[config.mk]
export PLATFORM = sky130hd
export DESIGN_NAME = hekf_alu
export DESIGN_NICKNAME = d
export VERILOG_FILES = /design/src/hdl/hekf_pkg.sv /design/src/hdl/hekf_alu.sv
export SDC_FILE = /design/constraint.sdc
export NUM_CORES = 2
export LEC_CHECK = 0
export BUFFER_PORTS_ARGS = -buffer_cell sky130_fd_sc_hd__buf_4
export CAP_MARGIN = 5
export CORE_MARGIN = 2
export CORE_UTILIZATION = 48
export DETAILED_ROUTE_END_ITERATION = 7
export SETUP_SLACK_MARGIN = 0.3
export SLEW_MARGIN = 20
export SYNTH_ARGS = -nofsm -noshare
export SYNTH_HDL_FRONTEND = slang
export SYNTH_SLANG_ARGS = --single-unit
[constraint.sdc]
create_clock -name aclk -period 12.11 [get_ports aclk]
set_input_delay 0.6055 -clock aclk [delete_from_list [all_inputs] [get_ports aclk]]
set_output_delay 0.6055 -clock aclk [all_outputs]
set_load 0.05 [all_outputs]
[src/hdl/hekf_pkg.sv]
// package for the heston variance filter: Q8.24 constants, types, helpers
// no dependencies
package hekf_pkg;

    localparam int QW = 32;
    localparam logic signed [31:0] Q_ONE  = 32'sd16777216;
    localparam logic signed [31:0] Q_HALF = 32'sd8388608;
    localparam logic signed [31:0] Q_DT   = 32'sd66576;
    localparam logic signed [31:0] Q_EPS  = 32'sd168;
    localparam logic signed [31:0] Q_VAR0 = 32'sd671089;
    localparam logic signed [31:0] Q_P0   = 32'sd167772;
    localparam logic signed [31:0] Q_MAX  = 32'sh7fffffff;
    localparam logic signed [31:0] Q_MIN  = 32'sh80000000;

    // register indexes
    localparam logic [2:0] REG_DRIFT = 3'd0;
    localparam logic [2:0] REG_OMEGA = 3'd1;
    localparam logic [2:0] REG_THETA = 3'd2;
    localparam logic [2:0] REG_XI    = 3'd3;
    localparam logic [2:0] REG_RHO   = 3'd4;

    // alu operations
    typedef enum logic [1:0] {
        OP_MUL,
        OP_ADD,
        OP_SUB
    } alu_op_t;

    // top state machine
    typedef enum logic [2:0] {
        ST_IDLE,
        ST_CALC,
        ST_DIV,
        ST_OUT1,
        ST_OUT2
    } state_t;

    // divider request / status
    typedef struct packed {
        logic               start;
        logic signed [31:0] num;
        logic signed [31:0] den;
    } div_req_t;

    typedef struct packed {
        logic               done;
        logic signed [31:0] quo;
    } div_rsp_t;

    // saturate a 64-bit value to 32 bits
    function automatic logic signed [31:0] sat32(input logic signed [63:0] v);
        logic signed [31:0] r;
        if (v > 64'sh000000007fffffff) begin
            r = Q_MAX;
        end else if (v < -64'sh0000000080000000) begin
            r = Q_MIN;
        end else begin
            r = v[31:0];
        end
        return r;
    endfunction

endpackage

[src/hdl/hekf_alu.sv]
// shared Q8.24 arithmetic unit: one multiply or add/sub per cycle, registered result
// depends on hekf_pkg
module hekf_alu (
    input  logic                 aclk,
    input  hekf_pkg::alu_op_t    op,
    input  logic signed [31:0]   a,
    input  logic signed [31:0]   b,
    output logic signed [31:0]   y
);
    import hekf_pkg::*;

    logic signed [63:0] prod;
    logic signed [63:0] rnd;
    logic signed [31:0] y_next;
    logic signed [31:0] y_reg;

    // round to nearest, ties up; arithmetic shift equals the floor form
    assign prod = a * b;
    assign rnd  = (prod + 64'sd8388608) >>> 24;

    always_comb begin
        case (op)
            OP_MUL:  y_next = sat32(rnd);
            OP_ADD:  y_next = sat32(64'(a) + 64'(b));
            OP_SUB:  y_next = sat32(64'(a) - 64'(b));
            default: y_next = '0;
        endcase
    end

    always_ff @(posedge aclk) begin
        y_reg <= y_next;
    end

    assign y = y_reg;

endmodule

==> metrics.csv <==
metric;value;unit
commonest non-fill, non-tap cells in the layout;fa_1 (1084), inv_1 (1017), nand2_1 (542);
ys async rst share;0;
Cell Area, Synth;40700;sq um
Post-layout nets;5795;
Final Hold Viols;0;
Worst Tran Pin Value;1020;ps
Yosys warnings;0;
Clk pin slew, worst setup/hold paths;60;ps
Critical-path top delay cell;a2111oi_0;
Fillers;8086;
DIE WIDTH;295;um
Final Critical Period;10330;ps
Stages on worst setup path;29;
Max-cap violations;0;
Slew Limit Fails;0;
period utilization;0.853;
final setup fails;0;
setup bufs post-CTS;0;
Antenna Nets Post-Route;0;
Initial Util;0.486;
Seq cells post-synth;32;
Largest register FFs;32;
gpl congestion;0.981;
critical path's top delay family;adder cells;
Max-Slew Margin vs Limit;0.312;
total wire length;127000;um
arrival time worst endpoint;10450;ps
Die Footprint;87200;sq um
Vias;30700;
grt ovf;0;
Post-CTS Resized;0;
top_reg_cell synth;dfxtp_1;
Core Area;83800;sq um
Inst Count DP;5528;
final non-filler cell area;42300;sq um
Post-synth EDFFs;0;
layout cells sized above 1;0.0363;
gr usage total;0.305;
Iter 0 DRT Violations;2092;
Ports;99;
commonest non-fill, non-tap cell in the layout;fa_1;
root buf cell;clkbuf_16;
Reg area;641;sq um
fin cells;5537;
Setup TNS Final;0;ps
worst min path class;in -> reg;
Post-Syn Instances;4518;
Max Clk Rate;96.8;MHz
DP Area;42100;sq um
deepest clock path buffer count;2;
Residual DRC;0;
Die Ht;295;um
Most common cell on crit path;fa_1;
CTS buffer count;5;
slowest cell delay on critical path;690;ps
H-tree Lvls;2;
post-DP HPWL;104000;um
DRT Pass-1 Iters;7;
outcome;finished clean;
IO Port Bufs;98;
Avg Cell Area, Syn;9.01;sq um
Worst Hold Depth;2;
CP Capture Type;flip-flop;
TritonCTS clock tree;built;
antenna violations before repair;3;
Netlist cell types;90;
WL/cell;22.9;um
multi-input logic area;35300;sq um
worst path required time;12220;ps
Mapped Nets;5912;
pin count of the biggest net entering global routing;36;
vias in the first global route;33300;
clk sinks;32;
vias per cell;5.54;
cts hold-fix bufs;0;
Cell Rows;106;
crit path buf inv count;9;
RSZ-0062 raised after global routing;false;
area delta synth->final;3.79;%
first-pass GRT wire length;200000;um
crit path kind;in -> reg;
hold_ws;598;ps
Startpoint Class;input pin;
sequential element share of the synthesized area;0.0157;
Worst Path Max Fanout;23;
[cell type report]
class,count,share of cell area
multi-input combinational,3228,0.836
sequential,32,0.0152
inverter,1019,0.0905
antenna,1,0.0000592
timing repair buffer,115,0.0204
tap,1134,0.0336
clock buffer,5,0.00296
clock inverter,3,0.00101
[synthesized netlist by cell type (14+ instances only)]
| cell | count | area (sq um) |
|---|---|---|
| a21o_1 | 38 | 285 |
| a21oi_1 | 139 | 696 |
| a31oi_1 | 18 | 113 |
| and2_1 | 481 | 3010 |
| clkbuf_1 | 220 | 826 |
| dfxtp_1 | 32 | 641 |
| fa_1 | 1084 | 21700 |
| ha_1 | 243 | 3040 |
| inv_1 | 1017 | 3820 |
| nand2_1 | 542 | 2030 |
| nand2b_1 | 15 | 93.8 |
| nand3_1 | 26 | 130 |
| nand4_1 | 25 | 156 |
| nor2_1 | 155 | 582 |
| nor3_1 | 24 | 120 |
| o211ai_1 | 33 | 248 |
| o21a_1 | 20 | 150 |
| o21ai_0 | 85 | 425 |
| or3_1 | 14 | 87.6 |
| xnor2_1 | 49 | 429 |
| xor2_1 | 18 | 158 |
[metal layers]
layer  vias to the layer above  global-route usage  share of wire
met5                         -                   0        0.00010
met4                         2               0.122          0.050
met3                       238              0.0235          0.046
met2                       979               0.520           0.49
met1                     16300               0.405           0.41
li1                      13200                   -              -
[final timing paths]
check | start | end
min | op[0] | y[31]
max | a[31] | y[12]
[cells by family after synthesis]
kind of cell | Yosys count | synth area share
adder cells (fa/ha/maj) | 1327 | 0.608
AO/OA/AOI/OAI | 485 | 0.0813
AND/OR/NAND/NOR | 1346 | 0.164
buffers and inverters | 1258 | 0.117
XOR/XNOR | 67 | 0.0144
multiplexers | 3 | 0.000768
flip-flops | 32 | 0.0157
[metrics by stage]
step	utilization	setup WS [ps]
6_report	0.504	1780
3_5_place_dp	0.502	1640
3_3_place_gp	0.502	2030
4_1_cts	0.504	1880
2_1_floorplan	-	2780
5_1_grt	0.504	1180
Power is not shown: default switching activity piles up to over one toggle a cycle in this logic, so the estimate is an artifact.
