## src/hdl/hekf_pkg.sv

```systemverilog
// package for the heston variance filter: Q8.24 constants, types, helpers
// no dependencies
package hekf_pkg;

    localparam int QW = 32;
    localparam logic signed [31:0] Q_ONE  = 32'sd16777216;
    localparam logic signed [31:0] Q_HALF = 32'sd8388608;
    localparam logic signed [31:0] Q_DT   = 32'sd66576;
    localparam logic signed [31:0] Q_EPS  = 32'sd168;
    localparam logic signed [31:0] Q_VAR0 = 32'sd671089;
    localparam logic signed [31:0] Q_P0   = 32'sd167772;
    localparam logic signed [31:0] Q_MAX  = 32'sh7fffffff;
    localparam logic signed [31:0] Q_MIN  = 32'sh80000000;

    // register indexes
    localparam logic [2:0] REG_DRIFT = 3'd0;
    localparam logic [2:0] REG_OMEGA = 3'd1;
    localparam logic [2:0] REG_THETA = 3'd2;
    localparam logic [2:0] REG_XI    = 3'd3;
    localparam logic [2:0] REG_RHO   = 3'd4;

    // alu operations
    typedef enum logic [1:0] {
        OP_MUL,
        OP_ADD,
        OP_SUB
    } alu_op_t;

    // top state machine
    typedef enum logic [2:0] {
        ST_IDLE,
        ST_CALC,
        ST_DIV,
        ST_OUT1,
        ST_OUT2
    } state_t;

    // divider request / status
    typedef struct packed {
        logic               start;
        logic signed [31:0] num;
        logic signed [31:0] den;
    } div_req_t;

    typedef struct packed {
        logic               done;
        logic signed [31:0] quo;
    } div_rsp_t;

    // saturate a 64-bit value to 32 bits
    function automatic logic signed [31:0] sat32(input logic signed [63:0] v);
        logic signed [31:0] r;
        if (v > 64'sh000000007fffffff) begin
            r = Q_MAX;
        end else if (v < -64'sh0000000080000000) begin
            r = Q_MIN;
        end else begin
            r = v[31:0];
        end
        return r;
    endfunction

endpackage

```

## src/hdl/hekf_div.sv

```systemverilog
// restoring divider for the Kalman gain, one quotient bit per cycle
// depends on hekf_pkg
module hekf_div (
    input  logic                aclk,
    input  logic                aresetn,
    input  hekf_pkg::div_req_t  req,
    output hekf_pkg::div_rsp_t  rsp
);
    import hekf_pkg::*;

    // |n|*2^24 fits in 56 bits
    logic [55:0] rem_reg,  rem_next;
    logic [55:0] quo_reg,  quo_next;
    logic [55:0] num_reg,  num_next;
    logic [31:0] den_reg,  den_next;
    logic        neg_reg,  neg_next;
    logic        zero_reg, zero_next;
    logic        nsign_reg, nsign_next;
    logic        nzero_reg, nzero_next;
    logic [5:0]  cnt_reg,  cnt_next;
    logic        busy_reg, busy_next;
    logic        done_reg, done_next;
    logic [56:0] trial;
    logic signed [57:0] sq;
    logic [31:0] an, ad;

    assign an = req.num[31] ? 32'(-req.num) : 32'(req.num);
    assign ad = req.den[31] ? 32'(-req.den) : 32'(req.den);
    assign trial = {rem_reg, num_reg[55]} - {25'd0, den_reg};

    always_comb begin
        rem_next = rem_reg; quo_next = quo_reg; num_next = num_reg;
        den_next = den_reg; neg_next = neg_reg; zero_next = zero_reg;
        nsign_next = nsign_reg; nzero_next = nzero_reg;
        cnt_next = cnt_reg; busy_next = busy_reg; done_next = 1'b0;
        if (req.start) begin
            rem_next   = '0;
            quo_next   = '0;
            num_next   = {an, 24'd0};
            den_next   = ad;
            neg_next   = req.num[31] ^ req.den[31];
            zero_next  = (req.den == 32'sd0);
            nsign_next = req.num[31];
            nzero_next = (req.num == 32'sd0);
            cnt_next   = 6'd0;
            busy_next  = 1'b1;
        end else if (busy_reg) begin
            // shift in one numerator bit, subtract if it fits
            if (!trial[56]) begin
                rem_next = trial[55:0];
                quo_next = {quo_reg[54:0], 1'b1};
            end else begin
                rem_next = {rem_reg[54:0], num_reg[55]};
                quo_next = {quo_reg[54:0], 1'b0};
            end
            num_next = {num_reg[54:0], 1'b0};
            cnt_next = cnt_reg + 6'd1;
            if (cnt_reg == 6'd55) begin
                busy_next = 1'b0;
                done_next = 1'b1;
            end
        end
    end

    always_ff @(posedge aclk) begin
        if (!aresetn) begin
            busy_reg <= 1'b0;
            done_reg <= 1'b0;
            cnt_reg  <= '0;
        end else begin
            busy_reg <= busy_next;
            done_reg <= done_next;
            cnt_reg  <= cnt_next;
        end
        rem_reg <= rem_next; quo_reg <= quo_next; num_reg <= num_next;
        den_reg <= den_next; neg_reg <= neg_next; zero_reg <= zero_next;
        nsign_reg <= nsign_next; nzero_reg <= nzero_next;
    end

    // sign and saturation of the truncated quotient, and the result for a zero divisor
    assign sq = neg_reg ? -$signed({2'b00, quo_reg}) : $signed({2'b00, quo_reg});
    always_comb begin
        rsp.done = done_reg;
        if (zero_reg) begin
            rsp.quo = nzero_reg ? 32'sd0 : (nsign_reg ? Q_MIN : Q_MAX);
        end else begin
            rsp.quo = sat32(64'(sq));
        end
    end

endmodule
```

## config.mk

```make
export PLATFORM = sky130hd
export DESIGN_NAME = hekf_div
export DESIGN_NICKNAME = d
export VERILOG_FILES = /design/src/hdl/hekf_pkg.sv /design/src/hdl/hekf_div.sv
export SDC_FILE = /design/constraint.sdc
export NUM_CORES = 1
export LEC_CHECK = 0
export BUFFER_PORTS_ARGS = -buffer_cell sky130_fd_sc_hd__buf_4
export CAP_MARGIN = 10
export CELL_PAD_IN_SITES_DETAIL_PLACEMENT = 1
export CELL_PAD_IN_SITES_GLOBAL_PLACEMENT = 2
export CORE_MARGIN = 4
export CORE_UTILIZATION = 40
export DETAILED_ROUTE_END_ITERATION = 16
export PLACE_DENSITY = 0.95
export SLEW_MARGIN = 20
export SYNTH_ARGS = -nofsm -noshare
export SYNTH_HDL_FRONTEND = slang
export SYNTH_SLANG_ARGS = --single-unit
```

## constraint.sdc

```tcl
create_clock -name aclk -period 6.6 [get_ports aclk]
set_input_delay 0.33 -clock aclk [delete_from_list [all_inputs] [get_ports aclk]]
set_output_delay 0.33 -clock aclk [all_outputs]
set_load 0.01 [all_outputs]
```

==> results.py <==
metrics = {
    "outcome": {
        "status": "complete, no violations",
    },
    "floorplanning": {
        "ios": 100,
        "initial_core_util": 0.406,
        "dieArea_um2": 34000,
        "die_w_um": 185,
        "rows": 64,
        "die_h_um": 185,
        "core_area_um2": 30700,
    },
    "timing": {
        "worst_slack_ps": 1270,
        "finalCritPeriodShare": 0.808,
        "tns_ps": 0,
        "clock_skew_ps": 14.5,
        "tightest_slew_ps": 968,
        "relSlewSlack": 0.349,
        "hold_viol": 0,
        "finalCriticalPeriod_ps": 5330,
        "rsz0062_at_grt": "no",
        "max_freq_mhz": 188,
        "setup_viol": 0,
        "drv_slew": 0,
    },
    "critical_path": {
        "required_ps": 6270,
        "ff2ff_path_depth": 10,
        "reg2reg_from": "rem_reg[41]$_SDFFE_PP0P_",
        "endpoint_kind": "primary output",
        "worstPathMaxFanout": 31,
        "crit_arrival_ps": 5000,
        "rrSetupSlack_ps": 2430,
        "r2r-end": "rem_reg[37]$_SDFFE_PP0P_",
        "cp-start-kind": "flip-flop",
        "worst-setup-path-type": "flip-flop to primary output",
    },
    "final_layout": {
        "drive_above_1_share": 0.111,
        "final_area_um2": 14000,
        "layout.cells.non_filler": 1912,
        "n_antenna_cell": 0,
        "nets": 1607,
        "nFillCells": 3667,
        "area.growth.synth_to_final_pct": 12.4,
    },
    "power": {
        "power_density_nw_per_um2": 238,
        "ir_worst_vdd_uv": 186,
        "total_power_mw": 3.34,
        "leakage_nw": 5.44,
    },
    "placement": {
        "dp_cells": 1880,
        "hpwl_mm": 23.5,
        "dp_slack_ps": 1810,
        "place.gp.congestion": 0.817,
        "io_buffer_count": 99,
        "dpl-instance-area_um2": 13400,
    },
    "hold_path": {
        "hold_start": "req[0]",
        "hold_path.class": "input pin to flip-flop",
        "hold_depth": 1,
        "hold_end": "den_reg[0]$_DFFE_PP_",
    },
    "synthesis": {
        "seq_area_frac_synth": 0.357,
        "yosys_warnings": 0,
        "yosys_most_used_dff": "dfxtp_1",
        "yosysTopAreaCellShare": 0.193,
        "synth_top_cell_by_area": "dfxtp_1",
        "async_flop_share": 0,
        "syn-cell-area_um2": 12500,
        "synth.distinct_cells": 77,
        "ys_ff_latch": 188,
        "syn_avg_cell_area_um2": 8.46,
        "syn_inst": 1473,
        "synth-edff-count": 68,
        "synth_common_cells": "nor2_1, dfxtp_1, nand2_1",
        "yosys-top-cells-area": "dfxtp_1, edfxtp_1, nor2_1",
        "synth.most_common_cell": "nor2_1",
        "syn_nets": 1577,
    },
    "routing": {
        "drc_errors": 0,
        "vias": 11029,
        "wl_per_cell_um": 17.5,
        "ant_nets": 0,
        "viasPerCell": 5.77,
        "first_iter_violations": 571,
        "finalWirelength_mm": 33.4,
        "dr.pass1.iters": 5,
    },
    "global_route": {
        "grt_max_degree": 97,
        "grt.total_usage": 0.194,
        "grt.overflow.total": 0,
        "first_global_vias": 11057,
        "antenna_found_initial": 0,
        "grt_pass1_wl_mm": 55.4,
    },
    "clocking": {
        "cts_max_level": 4,
        "cts_made_buffers": 17,
        "root_buffer": "clkbuf_16",
        "post_cts_resized": 0,
        "clk_latency_ps": 450,
        "cts_sinks": 188,
        "clk_pin_slew_worst_paths_ps": 80,
        "cts_hold_buf": 0,
        "ctsLongestPathBuffers": 2,
        "post_cts_buffers": 0,
        "cts_tree": "yes",
    },
    "flow_run": {
        "maxCapViolCount": 0,
    },
}
## through the flow
stage,utilization,hold WS [ps]
after floorplan,-,429
after global placement,0.437,470
after global routing,0.457,80.9
final,0.457,99.7
after CTS,0.456,80.5
after detailed placement,0.437,495
## layer usage
layer  vias to the layer above  global-route usage  share of wire
met5                         -                   0              0
met4                         0              0.0636          0.021
met3                        38              0.0266          0.022
met2                       130               0.323           0.48
met1                      5401               0.262           0.47
li1                       5460                   -              -
## area by class of cell
| class | instances | area [um^2] | share of cell area |
|---|---|---|---|
| clock buffer | 18 | 429 | 0.0306 |
| clock inverter | 14 | 166 | 0.0119 |
| sequential | 188 | 4450 | 0.317 |
| inverter | 53 | 199 | 0.0142 |
| tap | 396 | 495 | 0.0354 |
| multi-input combinational | 1136 | 7450 | 0.532 |
| timing repair buffer | 107 | 820 | 0.0585 |
## power by group
group	internal, mW	switching [mW]
logic	0.376	0.526
clock network	0.598	0.483
registers	1.29	0.0637
## worst max path at each step
stage	from	end	cells past startpoint
detailed placement	quo_reg[8]$_SDFFE_PP0P_	rsp[14]	10
CTS	quo_reg[8]$_SDFFE_PP0P_	rsp[19]	10
floorplan	quo_reg[8]$_SDFFE_PP0P_	rsp[22]	11
global placement	quo_reg[8]$_SDFFE_PP0P_	rsp[30]	10
finish	quo_reg[8]$_SDFFE_PP0P_	rsp[21]	10
global route	quo_reg[14]$_SDFFE_PP0P_	rsp[19]	10
## kinds of logic after synthesis
| family | after synthesis | synth area share |
|---|---|---|
| simple gates | 532 | 0.211 |
| compound gates | 366 | 0.200 |
| flops | 188 | 0.357 |
| buf+inv | 149 | 0.0466 |
| xor+xnor | 137 | 0.0963 |
| mux | 64 | 0.0517 |
| fa+ha+maj | 37 | 0.0378 |
## critical path, cell delays in order (launching register included)
cell	delay (ps)
dfxtp_1	370
or4_1	640
nor4_2	630
nand4_1	530
o41ai_1	470
xor2_1	220
nand4_1	110
nor4_1	300
a32o_1	760
o21ai_0	280
buf_4	220
## layout by cell type (no fill, tap or decap), types with 9 or more instances in the layout
| cell | netlist | final |
|---|---|---|
| nand3_1 | 22 | 22 |
| xor2_1 | 70 | 70 |
| ha_1 | 36 | 36 |
| a311oi_1 | 44 | 44 |
| nor2_1 | 194 | 194 |
| and3_1 | 9 | 9 |
| o41ai_1 | 20 | 20 |
| a21oi_1 | 73 | 73 |
| nand2b_1 | 20 | 20 |
| o21a_1 | 10 | 10 |
| inv_1 | 53 | 53 |
| or4_1 | 34 | 34 |
| edfxtp_1 | 68 | 68 |
| nor3_1 | 26 | 25 |
| mux2i_1 | 61 | 61 |
| xnor2_1 | 67 | 67 |
| nor2b_1 | 9 | 9 |
| a211oi_1 | 12 | 12 |
| dfxtp_1 | 120 | 119 |
| or2_2 | 14 | 14 |
| o211ai_1 | 11 | 11 |
| nand2_1 | 111 | 111 |
| clkbuf_16 | 0 | 17 |
| nor4_1 | 22 | 22 |
| or3_1 | 20 | 20 |
| nand4_1 | 17 | 17 |
| buf_4 | 1 | 105 |
| o21ai_0 | 82 | 82 |
| a21o_1 | 12 | 12 |
| o31ai_1 | 51 | 51 |
No activity file was read; power rests on OpenSTA's default activity.
